**config.mk**
```make
export PLATFORM = sky130hd
export DESIGN_NAME = pac_queue
export DESIGN_NICKNAME = d
export VERILOG_FILES = /design/src/rtl/pac_pkg.sv /design/src/rtl/pac_queue.sv
export SDC_FILE = /design/constraint.sdc
export NUM_CORES = 1
export LEC_CHECK = 0
export BUFFER_PORTS_ARGS = -buffer_cell sky130_fd_sc_hd__buf_2
export CORE_ASPECT_RATIO = 1.75
export CORE_UTILIZATION = 30
export DETAILED_ROUTE_END_ITERATION = 10
export GPL_ROUTABILITY_DRIVEN = 0
export HOLD_SLACK_MARGIN = 0.05
export SLEW_MARGIN = 25
export SYNTH_ARGS = -nofsm -noshare
export SYNTH_HDL_FRONTEND = slang
export SYNTH_SLANG_ARGS = --single-unit
```
**constraint.sdc**
```tcl
create_clock -name clk -period 4.1 [get_ports clk]
set_input_delay 0.205 -clock clk [delete_from_list [all_inputs] [get_ports clk]]
set_output_delay 0.205 -clock clk [all_outputs]
set_load 0.02 [all_outputs]
```
**src/rtl/pac_pkg.sv**
```systemverilog
// ---------------------------------------------------------------------------
// pac_pkg: shared types and constants for the point axis colormap
// Storage sizes, queue entry layout, back end states and the color lookup.
// ---------------------------------------------------------------------------
package pac_pkg;

  localparam int MAX_POINTS  = 1024;
  localparam int COORD_WIDTH = 32;
  localparam int IN_WIDTH    = 32;
  localparam int EXT_WIDTH   = 48;
  localparam int IDX_W       = $clog2(MAX_POINTS);
  localparam int CNT_W       = $clog2(MAX_POINTS + 1);
  localparam int DIFF_W      = COORD_WIDTH + 1;
  localparam int NUM_W       = COORD_WIDTH + 9;
  localparam int DV_W        = COORD_WIDTH + 1;
  localparam int DVS_W       = DV_W + 7;
  localparam int LEVEL_W     = 8;
  localparam int Q_DEPTH     = 2;
  localparam int Q_PTR_W     = $clog2(Q_DEPTH);
  localparam int Q_CNT_W     = $clog2(Q_DEPTH + 1);
  localparam int CFG_IDX_W   = 1;
  localparam int CFG_DATA_W  = 8;
  localparam int LEVEL_K     = 510;

  // Register indexes
  localparam logic [CFG_IDX_W-1:0] REG_AXIS_SELECT = 1'd0;
  localparam logic [CFG_IDX_W-1:0] REG_COLOR_MAP   = 1'd1;

  // Axis codes
  localparam logic [1:0] AXIS_X = 2'd0;
  localparam logic [1:0] AXIS_Y = 2'd1;
  localparam logic [1:0] AXIS_Z = 2'd2;

  // Color map codes
  localparam logic [2:0] CMAP_BLUE_RED     = 3'd0;
  localparam logic [2:0] CMAP_GREEN_MAG    = 3'd1;
  localparam logic [2:0] CMAP_WHITE_RED    = 3'd2;
  localparam logic [2:0] CMAP_GREY_RED     = 3'd3;
  localparam logic [2:0] CMAP_RAINBOW      = 3'd4;

  // Request codes
  localparam logic REQ_LOAD    = 1'b0;
  localparam logic REQ_READOUT = 1'b1;

  localparam logic [LEVEL_W-1:0] LEVEL_MID = 8'd128;
  localparam logic [LEVEL_W-1:0] LEVEL_MAX = 8'd255;

  typedef logic signed [COORD_WIDTH-1:0] coord_t;

  typedef struct packed {
    coord_t coord;
    coord_t lo;
    coord_t hi;
    logic   last;
  } pac_entry_t;

  typedef struct packed {
    logic [7:0] red;
    logic [7:0] green;
    logic [7:0] blue;
  } rgb_t;

  typedef enum logic [2:0] {
    B_IDLE,
    B_PREP,
    B_MULT,
    B_DIV,
    B_DONE
  } back_state_t;

  // Sign-extend a 32-bit input field, then keep COORD_WIDTH bits
  function automatic coord_t to_coord(logic [IN_WIDTH-1:0] raw);
    logic [EXT_WIDTH-1:0] ext;
    ext = {{(EXT_WIDTH - IN_WIDTH){raw[IN_WIDTH-1]}}, raw};
    return coord_t'(ext[COORD_WIDTH-1:0]);
  endfunction

  function automatic rgb_t color_lookup(logic [LEVEL_W-1:0] v, logic [2:0] cmap);
    rgb_t       c;
    logic [7:0] dbl;
    dbl = {v[6:0], 1'b0};
    case (cmap)
      CMAP_BLUE_RED: begin
        c = '{red: v, green: 8'd0, blue: LEVEL_MAX - v};
      end
      CMAP_GREEN_MAG: begin
        c = '{red: v, green: LEVEL_MAX - v, blue: v};
      end
      CMAP_WHITE_RED: begin
        c = '{red: LEVEL_MAX, green: LEVEL_MAX - v, blue: LEVEL_MAX - v};
      end
      CMAP_GREY_RED: begin
        if (v > LEVEL_MID) c = '{red: LEVEL_MAX, green: 8'd0, blue: 8'd0};
        else               c = '{red: LEVEL_MID, green: LEVEL_MID, blue: LEVEL_MID};
      end
      default: begin
        // rainbow; dbl is 2v below the midpoint and 2(v-128) above it
        c.red   = (v > LEVEL_MID) ? dbl : 8'd0;
        c.green = (v < LEVEL_MID) ? dbl : LEVEL_MAX - dbl;
        c.blue  = (v < LEVEL_MID) ? LEVEL_MAX - dbl : 8'd0;
      end
    endcase
    return c;
  endfunction

endpackage

```
**src/rtl/pac_queue.sv**
```systemverilog
// ---------------------------------------------------------------------------
// pac_queue: readout queue between front and back
// Small FIFO of readout entries so either side can stall on its own.
// ---------------------------------------------------------------------------
module pac_queue
  import pac_pkg::*;
(
  input  logic       clk,
  input  logic       rst_n,
  input  logic       push,
  input  pac_entry_t push_entry,
  input  logic       pop,
  output pac_entry_t pop_entry,
  output logic       full,
  output logic       empty
);

  pac_entry_t          slot_r [Q_DEPTH];
  logic [Q_PTR_W-1:0]  wptr_r, wptr_nxt;
  logic [Q_PTR_W-1:0]  rptr_r, rptr_nxt;
  logic [Q_CNT_W-1:0]  cnt_r, cnt_nxt;
  logic                do_push, do_pop;

  assign full    = cnt_r == Q_CNT_W'(Q_DEPTH);
  assign empty   = cnt_r == '0;
  assign do_push = push && !full;
  assign do_pop  = pop && !empty;

  always_comb begin
    wptr_nxt = do_push ? wptr_r + Q_PTR_W'(1) : wptr_r;
    rptr_nxt = do_pop  ? rptr_r + Q_PTR_W'(1) : rptr_r;
    cnt_nxt  = cnt_r;
    if (do_push && !do_pop) cnt_nxt = cnt_r + Q_CNT_W'(1);
    if (do_pop && !do_push) cnt_nxt = cnt_r - Q_CNT_W'(1);
  end

  always_ff @(posedge clk) begin
    if (!rst_n) begin
      wptr_r <= '0;
      rptr_r <= '0;
      cnt_r  <= '0;
    end else begin
      wptr_r <= wptr_nxt;
      rptr_r <= rptr_nxt;
      cnt_r  <= cnt_nxt;
    end
  end

  always_ff @(posedge clk) begin
    if (do_push) slot_r[wptr_r] <= push_entry;
  end

  assign pop_entry = slot_r[rptr_r];

endmodule

```
# After elaboration in Yosys (flattened, before gate mapping)
# Memories as Yosys holds them, arrays and structs flattened. A register that Yosys moved wholly into a read port is not among the register bits.
# Cells that the tools add are included.
[op_classes] eq_ne=1 muxes=6 n_addsub=4 n_reduce_logical=10
[op_table] op="1-bit logical AND" n=4
[op_table] op="1-bit zero test" n=4
[op_table] op="1-bit 2-to-1 mux" n=4
[op_table] op="2-bit 2-to-1 mux" n=2
[op_table] op="1-bit adder (second input constant)" n=2
[op_table] op="2-bit by 1-bit adder with 2-bit output (second input constant)" n=1
[op_table] op="2-bit equality test (second input constant)" n=1
[op_table] op="2-bit zero test" n=1
[op_table] op="2-bit nonzero test" n=1
[op_table] op="2-bit by 1-bit subtractor with 2-bit output (second input constant)" n=1
[totals] out_inout_bits=99 mem_bits_rw=194 ff_bits=4 word_cells=25 inputBits=101 n_memories=1
[memory_table] name="slot_r" words=2 word_bits=97 read_ports=1 rd_clocked_by_memory_dff=1 write_ports=1 line_no="pac_queue.sv:18" rtl="pac_entry_t slot_r [Q_DEPTH];"

# Longest topological paths before layout
[logic_depth] depth_word=7 mapped_depth=6 mapped_depth_nobuf=6

# Worst setup path before layout
# OpenSTA, ideal clock, no wires.
[synth_timing] path_type="register to register" from="reg cnt_r[0]" to="mem slot_r[1][0] (netlist name) (enable)" path_slack_ns=0.785 stages_incl_launch_ff=3 n_path_buf=0 period_less_slack_ns=3.315 arrival_time_ns=2.848 setup_time_ns=0.467 required_ns=3.633 cell_sequence="dfxtp_1 > nand2b_2 > and3_1"
[synth_between] elab_chain_cells=5
[synth_lines] element="start, declared" line_no="pac_queue.sv:21" rtl="logic [Q_CNT_W-1:0] cnt_r, cnt_nxt;"
[synth_lines] element="start signal, assigned" line_no="pac_queue.sv:45" rtl="cnt_r <= cnt_nxt;"
[synth_lines] element="2-bit equality test" line_no="pac_queue.sv:24" rtl="assign full = cnt_r == Q_CNT_W'(Q_DEPTH);"
[synth_lines] element="1-bit zero test" line_no="pac_queue.sv:26" rtl="assign do_push = push && !full;"
[synth_lines] element="1-bit logical AND" line_no="pac_queue.sv:26"
[synth_lines] element="1-bit 2-to-1 mux" line_no="pac_queue.sv:50" rtl="if (do_push) slot_r[wptr_r] <= push_entry;"
[synth_lines] element="1-bit 2-to-1 mux (implied by the code)" line_no="pac_queue.sv:50"
[synth_lines] element="end, declared" line_no="pac_queue.sv:18"
# Every way passes these cells.

# Worst setup path in the final report
[layout_timing] from="reg cnt_r[0]" to="mem slot_r[0][40] (netlist name) (enable)"
# The elaborated chain is that of the path after synthesis.

==> out/qor.csv <==
stage,metric,value,unit
status,status,completed,
clock_network,Sink Count,199,
place,dpl cells,826,
yosys,Synth Area in Compound Gates,0.4499,%
drt,DR DRC count,0,
critical_path,CP max-delay cell,inv_4,
grt,GR peak layer,met2,
grt,GR Layer Usage met3,3.764,%
yosys,simple logic cell fraction of the synthesized area,0.7441,%
clock_network,Post-CTS Resized,0,
die,Die X,119.4,µm
clock_network,Longest Clk Path Bufs,2,
critical_path,CP Cell Sequence,"nand2b_2, inv_2, or3_1, inv_4, buf_4",
place,DP HPWL,10400,µm
yosys,Synth Area in Adders,0.1730,%
critical_path,"Data required, critical path",4.22,ns
die,Total Die Area,24750,µm²
yosys,"EDFF count, synth",194,
clock_network,hold buffer count at cts,98,
sta,Final period util,60.00,%
clock_network,H-Tree Level Count,4,
yosys,"FFs w/ async S/R, synth",0,%
sta,Period minus WS final,2.460,ns
yosys,Synth Area in XOR/XNOR,0.3634,%
pwr,power per cell area,594.8,nW/µm²
critical_path,FF-to-FF path depth,5,
critical_path,crit path capture type,register,
yosys,area of the mapped netlist,7231,µm²
sta,"Slew Viols, Final",0,
critical_path,Max stage delay on crit path,0.62,ns
grt,Congestion Overflow GR,0,
clock_network,Worst-path clk slew,0.07,ns
worst_hold_path,Hold Crit Class,in -> reg,
yosys,share of the synthesized area in the top cell type,80.57,%
yosys,Syn Nets,430,
sta,skew final,0.007693,ns
die,Initial Util,30.75,%
sta,RSZ-0062 raised after global routing,false,
cells_and_area,final std cells w/o fill,955,
yosys,Syn Area/Cell,22.04,µm²
cells_and_area,post-layout util,43.02,%
yosys,synthesized instance count,328,
cells_and_area,design area,10120,µm²
grt,met2 usage,24.62,%
sta,Max Freq,0.4065,GHz
sta,# setup viols final,0,
place,IO buf count,199,
cells_and_area,synth-to-layout area growth,39.92,%
sta,worst relative slew slack,34.22,%
grt,number of global-route vias before repair,4556,
drt,total number of vias,4168,
critical_path,crit start category,register,
drt,post-DR vias/cell,4.364,
die,chip height,207.4,µm
pwr,leak pwr,0.003754,µW
cells_and_area,layout cell share with drive strength beyond 1,51.08,%
yosys,register bit count reported by yosys,199,
worst_hold_path,hold path endpoint,wptr_r,
yosys,largest family of logic cells by synthesized area,multiplexers,
critical_path,reg2reg end,slot_r[0][40],
critical_path,Register-to-Register Setup Slack,1.64,ns
drt,DRT Pass-1 Iters,4,
sta,Worst Tran Pin Value,0.9867,ns
drt,DR iter-0 viols,196,
die,row count,74,
critical_path,crit path kind,reg -> reg,
clock_network,total clock buffers created by CTS,17,
grt,initial antenna violation count,2,
yosys,mux contribution to synthesized area,15.11,%
critical_path,CP Max Fanout,66,
worst_hold_path,hold path depth,4,
pwr,Peak VDD IR,0.0004736,V
yosys,"Top FF cell, synth",edfxtp_1,
die,io pins,200,
sta,final hold viol count,0,
clock_network,clock root cell,clkbuf_16,
drt,final WL,15940,µm
yosys,Yosys Warn Count,0,
critical_path,RR Startpoint,cnt_r[0],
job,max cap viols,0,
yosys,Yosys top cell by area,edfxtp_1,
place,placed inst area,8587,µm²
worst_hold_path,hold_sp,push,
die,core area,23520,µm²
yosys,top-count cell post-synth,edfxtp_1,
critical_path,critical path arrival,2.58,ns
drt,WL/cell,16.69,µm
grt,first-pass GRT wire length,24240,µm
grt,largest net degree at the start of global routing,68,
clock_network,Clock Latency Late Sink,0.44,ns
yosys,sequential element share of the synthesized area,81.95,%
place,dpl ws,1.553,ns
yosys,"top cells by area, synth","edfxtp_1, mux2_2, dfxtp_1",
yosys,Netlist cell types,20,
cells_and_area,fin nets,741,
drt,Post-DRT Antenna Nets,0,
sta,Fin Setup TNS,0,ns
grt,GRT Total Usage,13.41,%
grt,routing usage on met1,12.67,%
yosys,commonest cells in the netlist,"edfxtp_1, mux2_2, buf_2",
clock_network,"Setup Fix Bufs, Post-CTS",0,
clock_network,CTS tree,done,
sta,PnR worst setup slack,1.640,ns
[report_power, final]
part / total (µW) / leakage (µW) / switching, µW / internal, µW
Sequential: 2680 / 0.00186 / 106 / 2570
Clock: 1580 / 0.000260 / 692 / 890
Combinational: 1760 / 0.00164 / 1030 / 725
[through the flow]
stage	power (µW)	hold slack (ns)
finish	6018	0.1801
global route	6276	0.1825
CTS	6110	0.1448
detailed placement	4437	0.3967
global placement	4399	0.3944
floorplan	3881	0.3039
[registers in the layout, summed over array words and instances (netlist names), named ones only]
signal,count
cnt_r,2
rptr_r,1
wptr_r,1
slot_r,194
[per-layer routing]
metal  vias to the layer above  wire length, µm
met5                         -               17
met3                        48              763
li1                       1916                -
met1                      2051             5570
met4                         2              741
met2                       151             8845
[worst max path at each step]
stage	endpoint	cells after the start	startpoint	slack, ns
after floorplan	slot_r[1][0]	2	cnt_r[0]	0.79
after global placement	slot_r[0][24]	5	cnt_r[0]	1.67
after detailed placement	slot_r[0][59]	5	cnt_r[0]	1.55
after CTS	slot_r[0][22]	5	cnt_r[0]	1.54
after global routing	slot_r[0][22]	5	cnt_r[0]	1.48
final	slot_r[0][40]	5	cnt_r[0]	1.64
[worst max-delay path: cells and delay by family (launching register included)]
family / cells / cell delay, ns
buffers and inverters: 3 / 1.09
and+or+nand+nor: 2 / 0.56
DFF: 1 / 0.43
[logic make-up after synthesis]
logic type               after synthesis
flip-flops                           199
multiplexers                          97
buffers and inverters                 14
AND/OR/NAND/NOR                        9
AO/OA/AOI/OAI                          5
XOR/XNOR                               3
adder cells (fa/ha/maj)                1
[final cells by class]
type | count | area, µm²
Timing Repair Buffer | 303 | 2022
Sequential cell | 199 | 5929
Clock inverter | 8 | 102.6
Inverter | 3 | 13.76
Fill cell | 2126 | 13400
Antenna cell | 1 | 2.502
Multi-Input combinational cell | 115 | 1222
Clock buffer | 22 | 444.2
Tap cell | 304 | 380.4
[cell usage in the layout (no fill, tap or decap)]
master,n
nand2b_2,1
ha_1,1
clkinvlp_4,2
o21a_1,1
and2_1,1
bufinv_16,2
or3_1,2
nor2_1,1
inv_2,1
inv_4,1
nor2b_1,2
o21ai_0,2
buf_2,199
mux2_2,97
clkinv_4,2
buf_4,6
dfxtp_1,4
clkbuf_1,5
edfxtp_1,194
dfxtp_4,1
clkinv_2,2
a21boi_1,2
dlygate4sd3_1,98
and3_4,1
inv_1,1
nand2_1,1
diode_2,1
clkbuf_16,17
xnor2_1,3
No activity file was read; power rests on OpenSTA's default activity.
