`src/rtl/pac_pkg.sv`:
```
// ---------------------------------------------------------------------------
// pac_pkg: shared types and constants for the point axis colormap
// Storage sizes, queue entry layout, back end states and the color lookup.
// ---------------------------------------------------------------------------
package pac_pkg;

  localparam int MAX_POINTS  = 1024;
  localparam int COORD_WIDTH = 32;
  localparam int IN_WIDTH    = 32;
  localparam int EXT_WIDTH   = 48;
  localparam int IDX_W       = $clog2(MAX_POINTS);
  localparam int CNT_W       = $clog2(MAX_POINTS + 1);
  localparam int DIFF_W      = COORD_WIDTH + 1;
  localparam int NUM_W       = COORD_WIDTH + 9;
  localparam int DV_W        = COORD_WIDTH + 1;
  localparam int DVS_W       = DV_W + 7;
  localparam int LEVEL_W     = 8;
  localparam int Q_DEPTH     = 2;
  localparam int Q_PTR_W     = $clog2(Q_DEPTH);
  localparam int Q_CNT_W     = $clog2(Q_DEPTH + 1);
  localparam int CFG_IDX_W   = 1;
  localparam int CFG_DATA_W  = 8;
  localparam int LEVEL_K     = 510;

  // Register indexes
  localparam logic [CFG_IDX_W-1:0] REG_AXIS_SELECT = 1'd0;
  localparam logic [CFG_IDX_W-1:0] REG_COLOR_MAP   = 1'd1;

  // Axis codes
  localparam logic [1:0] AXIS_X = 2'd0;
  localparam logic [1:0] AXIS_Y = 2'd1;
  localparam logic [1:0] AXIS_Z = 2'd2;

  // Color map codes
  localparam logic [2:0] CMAP_BLUE_RED     = 3'd0;
  localparam logic [2:0] CMAP_GREEN_MAG    = 3'd1;
  localparam logic [2:0] CMAP_WHITE_RED    = 3'd2;
  localparam logic [2:0] CMAP_GREY_RED     = 3'd3;
  localparam logic [2:0] CMAP_RAINBOW      = 3'd4;

  // Request codes
  localparam logic REQ_LOAD    = 1'b0;
  localparam logic REQ_READOUT = 1'b1;

  localparam logic [LEVEL_W-1:0] LEVEL_MID = 8'd128;
  localparam logic [LEVEL_W-1:0] LEVEL_MAX = 8'd255;

  typedef logic signed [COORD_WIDTH-1:0] coord_t;

  typedef struct packed {
    coord_t coord;
    coord_t lo;
    coord_t hi;
    logic   last;
  } pac_entry_t;

  typedef struct packed {
    logic [7:0] red;
    logic [7:0] green;
    logic [7:0] blue;
  } rgb_t;

  typedef enum logic [2:0] {
    B_IDLE,
    B_PREP,
    B_MULT,
    B_DIV,
    B_DONE
  } back_state_t;

  // Sign-extend a 32-bit input field, then keep COORD_WIDTH bits
  function automatic coord_t to_coord(logic [IN_WIDTH-1:0] raw);
    logic [EXT_WIDTH-1:0] ext;
    ext = {{(EXT_WIDTH - IN_WIDTH){raw[IN_WIDTH-1]}}, raw};
    return coord_t'(ext[COORD_WIDTH-1:0]);
  endfunction

  function automatic rgb_t color_lookup(logic [LEVEL_W-1:0] v, logic [2:0] cmap);
    rgb_t       c;
    logic [7:0] dbl;
    dbl = {v[6:0], 1'b0};
    case (cmap)
      CMAP_BLUE_RED: begin
        c = '{red: v, green: 8'd0, blue: LEVEL_MAX - v};
      end
      CMAP_GREEN_MAG: begin
        c = '{red: v, green: LEVEL_MAX - v, blue: v};
      end
      CMAP_WHITE_RED: begin
        c = '{red: LEVEL_MAX, green: LEVEL_MAX - v, blue: LEVEL_MAX - v};
      end
      CMAP_GREY_RED: begin
        if (v > LEVEL_MID) c = '{red: LEVEL_MAX, green: 8'd0, blue: 8'd0};
        else               c = '{red: LEVEL_MID, green: LEVEL_MID, blue: LEVEL_MID};
      end
      default: begin
        // rainbow; dbl is 2v below the midpoint and 2(v-128) above it
        c.red   = (v > LEVEL_MID) ? dbl : 8'd0;
        c.green = (v < LEVEL_MID) ? dbl : LEVEL_MAX - dbl;
        c.blue  = (v < LEVEL_MID) ? LEVEL_MAX - dbl : 8'd0;
      end
    endcase
    return c;
  endfunction

endpackage

```
`src/rtl/pac_ifs.sv`:
```


interface pac_out_if;
  logic       valid;
  logic       ready;
  logic [7:0] red;
  logic [7:0] green;
  logic [7:0] blue;
  logic [7:0] level;
  logic       last_point;

  modport source (output valid, red, green, blue, level, last_point, input ready);
  modport sink   (input valid, red, green, blue, level, last_point, output ready);
endinterface


```
`src/rtl/pac_back.sv`:
```
// ---------------------------------------------------------------------------
// pac_back: level computation and color lookup
// Normalizes one queued coordinate with a bit-serial divider, then colors it.
// ---------------------------------------------------------------------------
module pac_back
  import pac_pkg::*;
(
  input  logic       clk,
  input  logic       rst_n,
  input  logic [2:0] cmap,
  input  logic       q_empty,
  input  pac_entry_t q_entry,
  output logic       q_pop,
  pac_out_if.source  out_ch
);

  back_state_t               state_r, state_nxt;
  pac_entry_t                ent_r;
  logic [COORD_WIDTH-1:0]    d_r, span_r;
  logic                      flat_r;
  logic [NUM_W-1:0]          num_r;
  logic [DVS_W-1:0]          dvs_r;
  logic [2:0]                step_r;
  logic [LEVEL_W-1:0]        quo_r;
  logic                      out_valid_r;
  rgb_t                      out_rgb_r;
  logic [LEVEL_W-1:0]        out_level_r;
  logic                      out_last_r;

  logic signed [DIFF_W-1:0]  diff, span_s;
  logic [NUM_W-1:0]          num_calc;
  logic                      ge;
  logic                      out_free;
  logic                      ld_ent, ld_prep, ld_mult, ld_div, ld_out;
  logic [LEVEL_W-1:0]        level_fin;

  assign diff     = DIFF_W'(ent_r.coord) - DIFF_W'(ent_r.lo);
  assign span_s   = DIFF_W'(ent_r.hi) - DIFF_W'(ent_r.lo);
  assign num_calc = NUM_W'(d_r) * NUM_W'(LEVEL_K) + NUM_W'(span_r);
  assign ge       = num_r >= NUM_W'(dvs_r);
  assign out_free = !out_valid_r || out_ch.ready;
  assign level_fin = flat_r ? '0 : quo_r;

  always_comb begin
    state_nxt = state_r;
    case (state_r)
      B_IDLE: if (!q_empty) state_nxt = B_PREP;
      B_PREP: state_nxt = B_MULT;
      B_MULT: state_nxt = B_DIV;
      B_DIV:  if (step_r == 3'd7) state_nxt = B_DONE;
      B_DONE: if (out_free) state_nxt = B_IDLE;
      default: state_nxt = B_IDLE;
    endcase
  end

  always_comb begin
    ld_ent  = 1'b0;
    ld_prep = 1'b0;
    ld_mult = 1'b0;
    ld_div  = 1'b0;
    ld_out  = 1'b0;
    case (state_r)
      B_IDLE: ld_ent  = !q_empty;
      B_PREP: ld_prep = 1'b1;
      B_MULT: ld_mult = 1'b1;
      B_DIV:  ld_div  = 1'b1;
      B_DONE: ld_out  = out_free;
      default: ;
    endcase
  end

  assign q_pop = ld_ent;

  always_ff @(posedge clk) begin
    if (!rst_n) begin
      state_r     <= B_IDLE;
      out_valid_r <= 1'b0;
    end else begin
      state_r <= state_nxt;
      if (ld_out)            out_valid_r <= 1'b1;
      else if (out_ch.ready) out_valid_r <= 1'b0;
    end
  end

  always_ff @(posedge clk) begin
    if (ld_ent) ent_r <= q_entry;
    if (ld_prep) begin
      // clamp the offset into [0, span]; a flat range forces level 0
      if (diff <= 0)                         d_r <= '0;
      else if (diff > span_s)                d_r <= span_s[COORD_WIDTH-1:0];
      else                                   d_r <= diff[COORD_WIDTH-1:0];
      span_r <= span_s[COORD_WIDTH-1:0];
      flat_r <= span_s <= 0;
    end
    if (ld_mult) begin
      num_r  <= num_calc;
      dvs_r  <= {span_r, 1'b0, 7'b0};
      step_r <= '0;
    end
    if (ld_div) begin
      // one quotient bit per cycle, most significant first
      if (ge) num_r <= num_r - NUM_W'(dvs_r);
      dvs_r  <= dvs_r >> 1;
      quo_r  <= {quo_r[LEVEL_W-2:0], ge};
      step_r <= step_r + 3'd1;
    end
    if (ld_out) begin
      out_rgb_r   <= color_lookup(level_fin, cmap);
      out_level_r <= level_fin;
      out_last_r  <= ent_r.last;
    end
  end

  assign out_ch.valid      = out_valid_r;
  assign out_ch.red        = out_rgb_r.red;
  assign out_ch.green      = out_rgb_r.green;
  assign out_ch.blue       = out_rgb_r.blue;
  assign out_ch.level      = out_level_r;
  assign out_ch.last_point = out_last_r;

endmodule

```
`src/flat_wrapper.sv`:
```
// flat-port wrapper written by rule: the top's interface ports become plain ports
module pac_back_flat import pac_pkg::*;
  (clk, rst_n, cmap, q_empty, q_entry, q_pop, out_ch_valid, out_ch_red, out_ch_green, out_ch_blue, out_ch_level, out_ch_last_point, out_ch_ready);
  pac_out_if out_ch_i ();
  input  logic clk;
  input  logic rst_n;
  input  logic [2:0] cmap;
  input  logic q_empty;
  input  pac_entry_t q_entry;
  output logic q_pop;
  output wire logic [$bits(out_ch_i.valid)-1:0] out_ch_valid;
  output wire logic [$bits(out_ch_i.red)-1:0] out_ch_red;
  output wire logic [$bits(out_ch_i.green)-1:0] out_ch_green;
  output wire logic [$bits(out_ch_i.blue)-1:0] out_ch_blue;
  output wire logic [$bits(out_ch_i.level)-1:0] out_ch_level;
  output wire logic [$bits(out_ch_i.last_point)-1:0] out_ch_last_point;
  input wire logic [$bits(out_ch_i.ready)-1:0] out_ch_ready;
  assign out_ch_valid = out_ch_i.valid;
  assign out_ch_red = out_ch_i.red;
  assign out_ch_green = out_ch_i.green;
  assign out_ch_blue = out_ch_i.blue;
  assign out_ch_level = out_ch_i.level;
  assign out_ch_last_point = out_ch_i.last_point;
  assign out_ch_i.ready = out_ch_ready;
  pac_back u_core (.clk(clk), .rst_n(rst_n), .cmap(cmap), .q_empty(q_empty), .q_entry(q_entry), .q_pop(q_pop), .out_ch(out_ch_i));
endmodule
```
`config.mk`:
```
export PLATFORM = sky130hd
export DESIGN_NAME = pac_back_flat
export DESIGN_NICKNAME = d
export VERILOG_FILES = /design/src/rtl/pac_pkg.sv /design/src/rtl/pac_ifs.sv /design/src/rtl/pac_back.sv /design/src/flat_wrapper.sv
export SDC_FILE = /design/constraint.sdc
export NUM_CORES = 1
export LEC_CHECK = 0
export ABC_CLOCK_PERIOD_IN_PS = 38600
export BUFFER_PORTS_ARGS = -buffer_cell sky130_fd_sc_hd__buf_2
export CAP_MARGIN = 5
export CORE_UTILIZATION = 55
export DETAILED_ROUTE_END_ITERATION = 8
export GPL_ROUTABILITY_DRIVEN = 0
export GPL_TIMING_DRIVEN = 0
export MAX_ROUTING_LAYER = met4
export PLACE_DENSITY = 0.82
export SETUP_SLACK_MARGIN = 0.3
export SLEW_MARGIN = 25
export SYNTH_ARGS = -nofsm -noshare
export SYNTH_HDL_FRONTEND = slang
export SYNTH_SLANG_ARGS = --single-unit
```
`constraint.sdc`:
```
create_clock -name clk -period 38.6 [get_ports clk]
set_input_delay 5.79 -clock clk [delete_from_list [all_inputs] [get_ports clk]]
set_output_delay 5.79 -clock clk [all_outputs]
set_load 0.01 [all_outputs]
```
## After elaboration in Yosys (flattened, before gate mapping)

Cells that the tools add are included.

| word-level totals | value |
|---|---|
| flip-flop bits (word level) | 291 |
| input port bits | 104 |
| output and inout bits | 35 |
| word-level logic and storage cells | 77 |

| cells by class | value |
|---|---|
| add/subtract/negate cells | 7 |
| $mul | 1 |
| magnitude comparators | 6 |
| equal/unequal tests | 11 |
| multiplexer cells | 25 |
| reductions and logical operators | 8 |

Operator list:

| kind | count |
|---|---|
| 2-to-1 mux 41 bit | 3 |
| case mux 24 bit (4 select lines) | 1 |
| 2-to-1 mux 39 bit | 2 |
| less-or-equal comparator 33 x 1 -> 1 bit (second input constant) | 2 |
| subtractor 32 x 32 -> 33 bit | 2 |
| adder 41 x 32 -> 41 bit | 1 |
| >= comparator 41 x 40 -> 1 bit | 1 |
| subtractor 41 x 40 -> 41 bit | 1 |
| multiplier 32 x 8 -> 40 bit (second input constant) | 1 |
| > comparator 33 bit | 1 |
| 2-to-1 mux 32 bit | 1 |
| 2-to-1 mux 8 bit | 4 |
| 2-to-1 mux 23 bit | 1 |
| subtractor 8 bit (first input constant) | 2 |
| 2-to-1 mux 3 bit | 5 |
| case mux 3 bit (5 select lines) | 1 |
| == test 3 x 2 -> 1 bit (second input constant) | 4 |
| > comparator 8 bit (second input constant) | 1 |
| < comparator 8 bit (second input constant) | 1 |
| 2-to-1 mux 1 bit | 7 |
| == test 3 x 1 -> 1 bit (second input constant) | 2 |
| == test 3 bit (second input constant) | 2 |
| zero test 3 bit | 2 |
| inequality test 2 x 1 -> 1 bit (second input constant) | 2 |
| 6 further kinds | 8 |

## Longest topological paths before layout

Gate-level depths: netlist of run 1.

| depth | value |
|---|---|
| depth in word-level cells | 5 |
| mapped depth | 31 |

## Worst setup path after synthesis of run 1

No wires, ideal clock.

| path | value |
|---|---|
| path kind | in2out |
| from | input q_empty |
| to | output q_pop |
| arrival time | 15.196 ns |
| data required time | 32.810 ns |
| slack | 17.614 ns |
| stages | 1 |
| path buffers | 0 |
| path through | nor4_1 |

| on the way | value |
|---|---|
| word-level cells in the longest chain between the ends | 2 |

Ends and longest elaborated chain:

| what | line | RTL |
|---|---|---|
| start, declared | flat_wrapper.sv:8 | `input logic q_empty;` |
| zero test 1 bit | -- |  |
| 2-to-1 mux 1 bit | pac_back.sv:62 | `case (state_r)` |
| end, declared | flat_wrapper.sv:10 | `output logic q_pop;` |

No other way between the ends.

## Worst setup path after layout of run 1

Ends and elaborated chain as after synthesis.

==> impl_metrics.yaml, run 1 <==
status:
  run_status: "finished, final reports clean"
global_route:
  grt_use_met2_pct: 45.38
  antenna_found_initial: 1
  grt_pass1_wl_um: 96710
  grt_max_degree: 30
  gr-usage-met1_pct: 30.75
  grt_usage_pct: 26.21
  grtUsageMet3_pct: 2.803
  via_count_of_the_first_global_routing_pass: 20324
  global_route.overflow_total: 0
  top_usage_layer: "met2"
floorplan:
  die-area_mm2: 0.04630
  fp.dieH_um: 215.2
  pin_count: 139
  die-width_um: 215.2
  start_util_pct: 56.15
  rows: 77
  fp.coreArea_mm2: 0.04451
timing:
  timing.final.ws_setup_ns: 25.82
  slew_violations: 0
  maxSlewHeadroom_pct: 45.29
  worst_slew_pin_slew_ns: 0.8189
  achievable_freq_ghz: 0.07825
  setup-tns-final_ns: 0
  fin_crit_ns: 12.78
  grt_setup_unrepaired: "no"
  hold_violations: 0
  setup_viol: 0
  finalCritPeriodShare_pct: 33.11
  final.setup_skew_ns: 0.01170
placed_design:
  dpl-instance-area_mm2: 0.02661
  detailedPlace.worstSlack_ns: 25.78
  dp.final_hpwl_um: 47990
  io_buffers: 137
synthesis:
  synth_sequential_area_ratio_pct: 33.12
  synthMostInstantiatedCell: "sky130_fd_sc_hd__inv_1"
  ys_ff_latch: 291
  post_synth_num_cell_types: 78
  average_cell_area_after_synthesis_um2: 9.535
  synth_enable_flop_cells: 245
  synth_async_sr_flop_share_pct: 0
  yosys-top-cells-area: "sky130_fd_sc_hd__edfxtp_1 29%, sky130_fd_sc_hd__fa_1 12%, sky130_fd_sc_hd__ha_1 12%"
  synthesis.yosys.warnings: 0
  synthesis.instances: 2621
  synth_top_cells_by_count: "385 x sky130_fd_sc_hd__inv_1, 245 x sky130_fd_sc_hd__edfxtp_1, 241 x sky130_fd_sc_hd__ha_1"
  synthesized_net_count: 3120
  synth_ff_type: "sky130_fd_sc_hd__edfxtp_1"
  synth_top_area_share_pct: 29.44
  synth_top_area_cell: "sky130_fd_sc_hd__edfxtp_1"
  post_synthesis_cell_area_mm2: 0.02499
detailed_routing:
  vias_per_cell: 5.835
  drt_first_iter_violations: 1261
  drt.antenna.violating_nets: 0
  detailroute.via_count: 19996
  firstDrtPassIters: 7
  detail_route.drc_violations: 0
  wl_per_cell_um: 17.23
  detail_route.wirelength_um: 59050
min_path:
  hold_path_startpoint: "u_core.ent_r[0]$_DFFE_PP_"
  worstHoldPathCells: 0
  worst_hold_path_type: "register to register"
clock_network:
  clk_pin_slew_ns: 0.06
  clock_sinks: 291
  cts-root-buf: "sky130_fd_sc_hd__clkbuf_16"
  ctsLongestPathBuffers: 3
  worstSkewPairLatency_ns: 0.58
  cts_made_buffers: 30
  cts_resized: 0
  post_cts_hold_buffer_count: 0
  tritoncts: "built"
  cts_post_setup_buffers_inserted: 0
  htree_levels: 1
run:
  max-cap-violations: 0
worst_setup_path:
  critPathMaxStageDelay_ns: 0.24
  timing.critical_path.arrival_ns: 6.99
  critPathLaunchType: "primary input"
  rr_startpoint: "u_core.d_r[3]$_SDFFCE_PP0P_"
  timing.critical_path.cells: "buf_2 > nor4_2 > buf_2 > buf_2 > buf_2 > buf_2"
  crit_path_max_fanout: 8
  worst_r2r_path_depth: 28
  timing.critical_path.from: "q_empty"
  path_class: "primary input to primary output"
  worst_setup_path_end_kind: "primary output"
  worst-endpoint-required_ns: 32.81
  cpMaxStageDelayCell: "sky130_fd_sc_hd__buf_2"
  critical-path-top-cell-by-count: "sky130_fd_sc_hd__buf_2"
layout:
  post_route_cells_drive_above_1_share_pct: 8.642
  layout-area-overhead-vs-synth_pct: 10.39
  nNetsFinal: 3312
  insertedDiodeCount: 0
  finish.utilization_pct: 61.98
  final_design_area_no_fill_mm2: 0.02759
## routing by layer
layer	routed length [um]	part of all wire, %
met3	3014	5.1
met4	2813	4.8
met2	28830	49
met5	0	0
met1	24390	41
## cells by family after synthesis
| kind of cell | Yosys count | share of synthesized area [%] |
|---|---|---|
| flip-flops | 291 | 33.12 |
| buffers and inverters | 454 | 6.909 |
| XOR/XNOR | 144 | 5.047 |
| AND/OR/NAND/NOR | 619 | 11.86 |
| adder cells (fa/ha/maj) | 395 | 24.40 |
| multiplexers | 15 | 0.6459 |
| AO/OA/AOI/OAI | 703 | 18.02 |
## flip-flops by register name, summed over array words and instances, names as in the netlist, 32 cells and up
| name | flops |
|---|---|
| u_core.ent_r | 97 |
| u_core.num_r | 41 |
| u_core.dvs_r | 40 |
| u_core.span_r | 32 |
| u_core.d_r | 32 |
## cell usage in the layout (no fill, tap or decap), drive strengths merged, types with 9 or more instances in the layout
cell,netlist,final
a31oi,23,23
a21o,75,75
a21oi,212,212
edfxtp,245,245
nor2b,29,29
nor4,10,10
o211ai,20,20
fa,154,154
nand4,32,32
ha,241,241
or3,14,14
o21ai,152,152
o21bai,25,25
inv,385,387
buf,10,170
and3,26,26
and2,15,15
xnor2,70,70
a211oi,70,70
nand2b,25,25
xor2,74,74
dfxtp,46,46
or2,10,10
clkbuf,58,95
a221o,9,9
clkinv,1,14
or4,12,12
nand3,39,39
mux2,9,9
nor3,26,26
nand2,168,168
o21a,23,23
nor2,190,190
## path summary, 6_finish.rpt
path | endpoint | slack (ns)
max | q_pop | 25.82
min | u_core.out_ch.last_point$_DFFE_PP_ | 0.44
max reg2reg | u_core.num_r[37]$_DFF_P_ | 30.67
min reg2reg | u_core.out_ch.last_point$_DFFE_PP_ | 0.44
## per-stage QoR
step                hold slack, ns  cells
detailed placement          0.4323   3373
global placement            0.4010   3350
CTS                         0.4469   3427
global route                0.4487   3427
finish                      0.4398   3427
floorplan                   0.4003   2621
## final cells by class
class	count	area, um^2
fillers	3516	16920
multi-input cells	1876	15010
flip-flops and latches	291	8278
inverters	386	1449
repair buffers	160	855.8
clock buffers	37	828.3
well taps	592	740.7
plain buffers	68	277.8
clock inverters	17	146.4
## worst max-delay path: cells and delay by family
family                 cells  cell delay [ns]
AND/OR/NAND/NOR            1             0.20
buffers and inverters      5             0.99
Power of run 1 is left out: the tool's default activity adds up to more than one toggle a clock period on the data nets, which glitch-free logic cannot reach.
==> inputs of run 2 (changes only) <==
- ABC_CLOCK_PERIOD_IN_PS: 38600 -> 13200
- clock period: 38.6 -> 13.2 ns (I/O delays scaled with it)
==> run 2 against run 1 <==
Effect of this change:
- core utilization barely moved
- register-to-register slack got worse by 25 ns
- sequential cell count did not move
- routed wire length rose by 0.97%
==> impl_metrics.yaml, run 2 (synthesis gave the netlist of run 1 again) <==
global_route:
  via_count_of_the_first_global_routing_pass: 20449
  grt_pass1_wl_um: 98010
  global_route.overflow_total: 0
  grt_use_met2_pct: 46.12
  grt_max_degree: 32
  gr-usage-met1_pct: 31.85
  grt_usage_pct: 26.54
  top_usage_layer: "met2"
  antenna_found_initial: 0
  grtUsageMet3_pct: 2.548
min_path:
  worst_hold_path_type: "register to register"
  hold_path_startpoint: "u_core.ent_r[0]$_DFFE_PP_"
floorplan:
  fp.dieH_um: 215.2
  die-width_um: 215.2
  rows: 77
  start_util_pct: 56.15
  fp.coreArea_mm2: 0.04451
  pin_count: 139
  die-area_mm2: 0.04630
clock_network:
  tritoncts: "built"
  ctsLongestPathBuffers: 3
  clk_pin_slew_ns: 0.06
  clock_sinks: 291
  htree_levels: 1
  post_cts_hold_buffer_count: 0
  cts_resized: 0
  cts_post_setup_buffers_inserted: 0
  cts_made_buffers: 31
  cts-root-buf: "sky130_fd_sc_hd__clkbuf_16"
  worstSkewPairLatency_ns: 0.58
timing:
  whs_ns: 0.4350
  final.setup_skew_ns: 0.01573
  hold_violations: 0
  maxSlewHeadroom_pct: 47.28
  grt_setup_unrepaired: "no"
  setup_viol: 0
  setup-tns-final_ns: 0
  fin_crit_ns: 7.958
  achievable_freq_ghz: 0.1257
  worst_slew_pin_slew_ns: 0.7709
  slew_violations: 0
  finalCritPeriodShare_pct: 60.29
layout:
  finish.utilization_pct: 62.01
  largest_register_ffs: 97
  mostFrequentLayoutCell: "sky130_fd_sc_hd__inv_1"
  largest_regs: "u_core.ent_r (97), u_core.num_r (41), u_core.dvs_r (40)"
  top_register: "u_core.ent_r"
  insertedDiodeCount: 0
  commonest_non_fill_non_tap_cells_in_the_layout: "385 x sky130_fd_sc_hd__inv_1, 245 x sky130_fd_sc_hd__edfxtp_1, 241 x sky130_fd_sc_hd__ha_1"
  nNetsFinal: 3307
  layout-area-overhead-vs-synth_pct: 10.43
  post_route_cells_drive_above_1_share_pct: 8.545
placed_design:
  io_buffers: 137
  dp.final_hpwl_um: 48560
worst_setup_path:
  critPathMaxStageDelay_ns: 0.55
  path_class: "register to register"
  rr_startpoint: "u_core.d_r[3]$_SDFFCE_PP0P_"
  critical_path.n_buffers_inverters: 5
  worst-endpoint-required_ns: 13.62
  timing.critical_path.from: "u_core.d_r[3]$_SDFFCE_PP0P_"
  critPathLaunchType: "register"
  worst_setup_path_end_kind: "register"
  timing.critical_path.arrival_ns: 8.38
  crit_path_max_fanout: 7
  regToRegSetupSlack_ns: 5.24
  worst_path_top_cell_family_by_delay: "adder cells"
  cpMaxStageDelayCell: "sky130_fd_sc_hd__fa_1"
detailed_routing:
  detailroute.via_count: 20074
  detail_route.drc_violations: 0
  wl_per_cell_um: 17.41
  vias_per_cell: 5.863
  drt.antenna.violating_nets: 0
  firstDrtPassIters: 8
  detail_route.wirelength_um: 59620
  drt_first_iter_violations: 1280
status:
  run_status: "finished, final reports clean"
run:
  max-cap-violations: 0
## run 2: per-stage QoR
| stage | std cells | cell area [um^2] | worst slack, ns |
|---|---|---|---|
| after floorplan | 2621 | 25000 | 3.887 |
| after global placement | 3350 | 26420 | 1.470 |
| after detailed placement | 3367 | 26610 | 5.378 |
| after CTS | 3424 | 27600 | 5.342 |
| after global routing | 3424 | 27600 | 4.700 |
| final | 3424 | 27600 | 5.242 |
## run 2: cell type report
class / instances / area [um^2]
fillers: 3559 / 16910
multi-input cells: 1876 / 15020
flip-flops and latches: 291 / 8278
inverters: 386 / 1449
repair buffers: 154 / 845.8
clock buffers: 37 / 808.3
well taps: 592 / 740.7
plain buffers: 68 / 277.8
clock inverters: 20 / 177.7
## run 2: worst paths after layout
path,endpoint,cells after the start
setup / recovery,u_core.num_r[40]$_DFF_P_,31
hold / removal,u_core.out_ch.last_point$_DFFE_PP_,0
setup reg to reg,u_core.num_r[40]$_DFF_P_,31
hold reg to reg,u_core.out_ch.last_point$_DFFE_PP_,0
## run 2: layer usage
layer | part of all wire [%] | routed length (um)
met2 | 49 | 29440
met4 | 4.0 | 2374
met5 | 0 | 0
met1 | 41 | 24530
met3 | 5.5 | 3268
Power of run 2 is left out for the same reason.
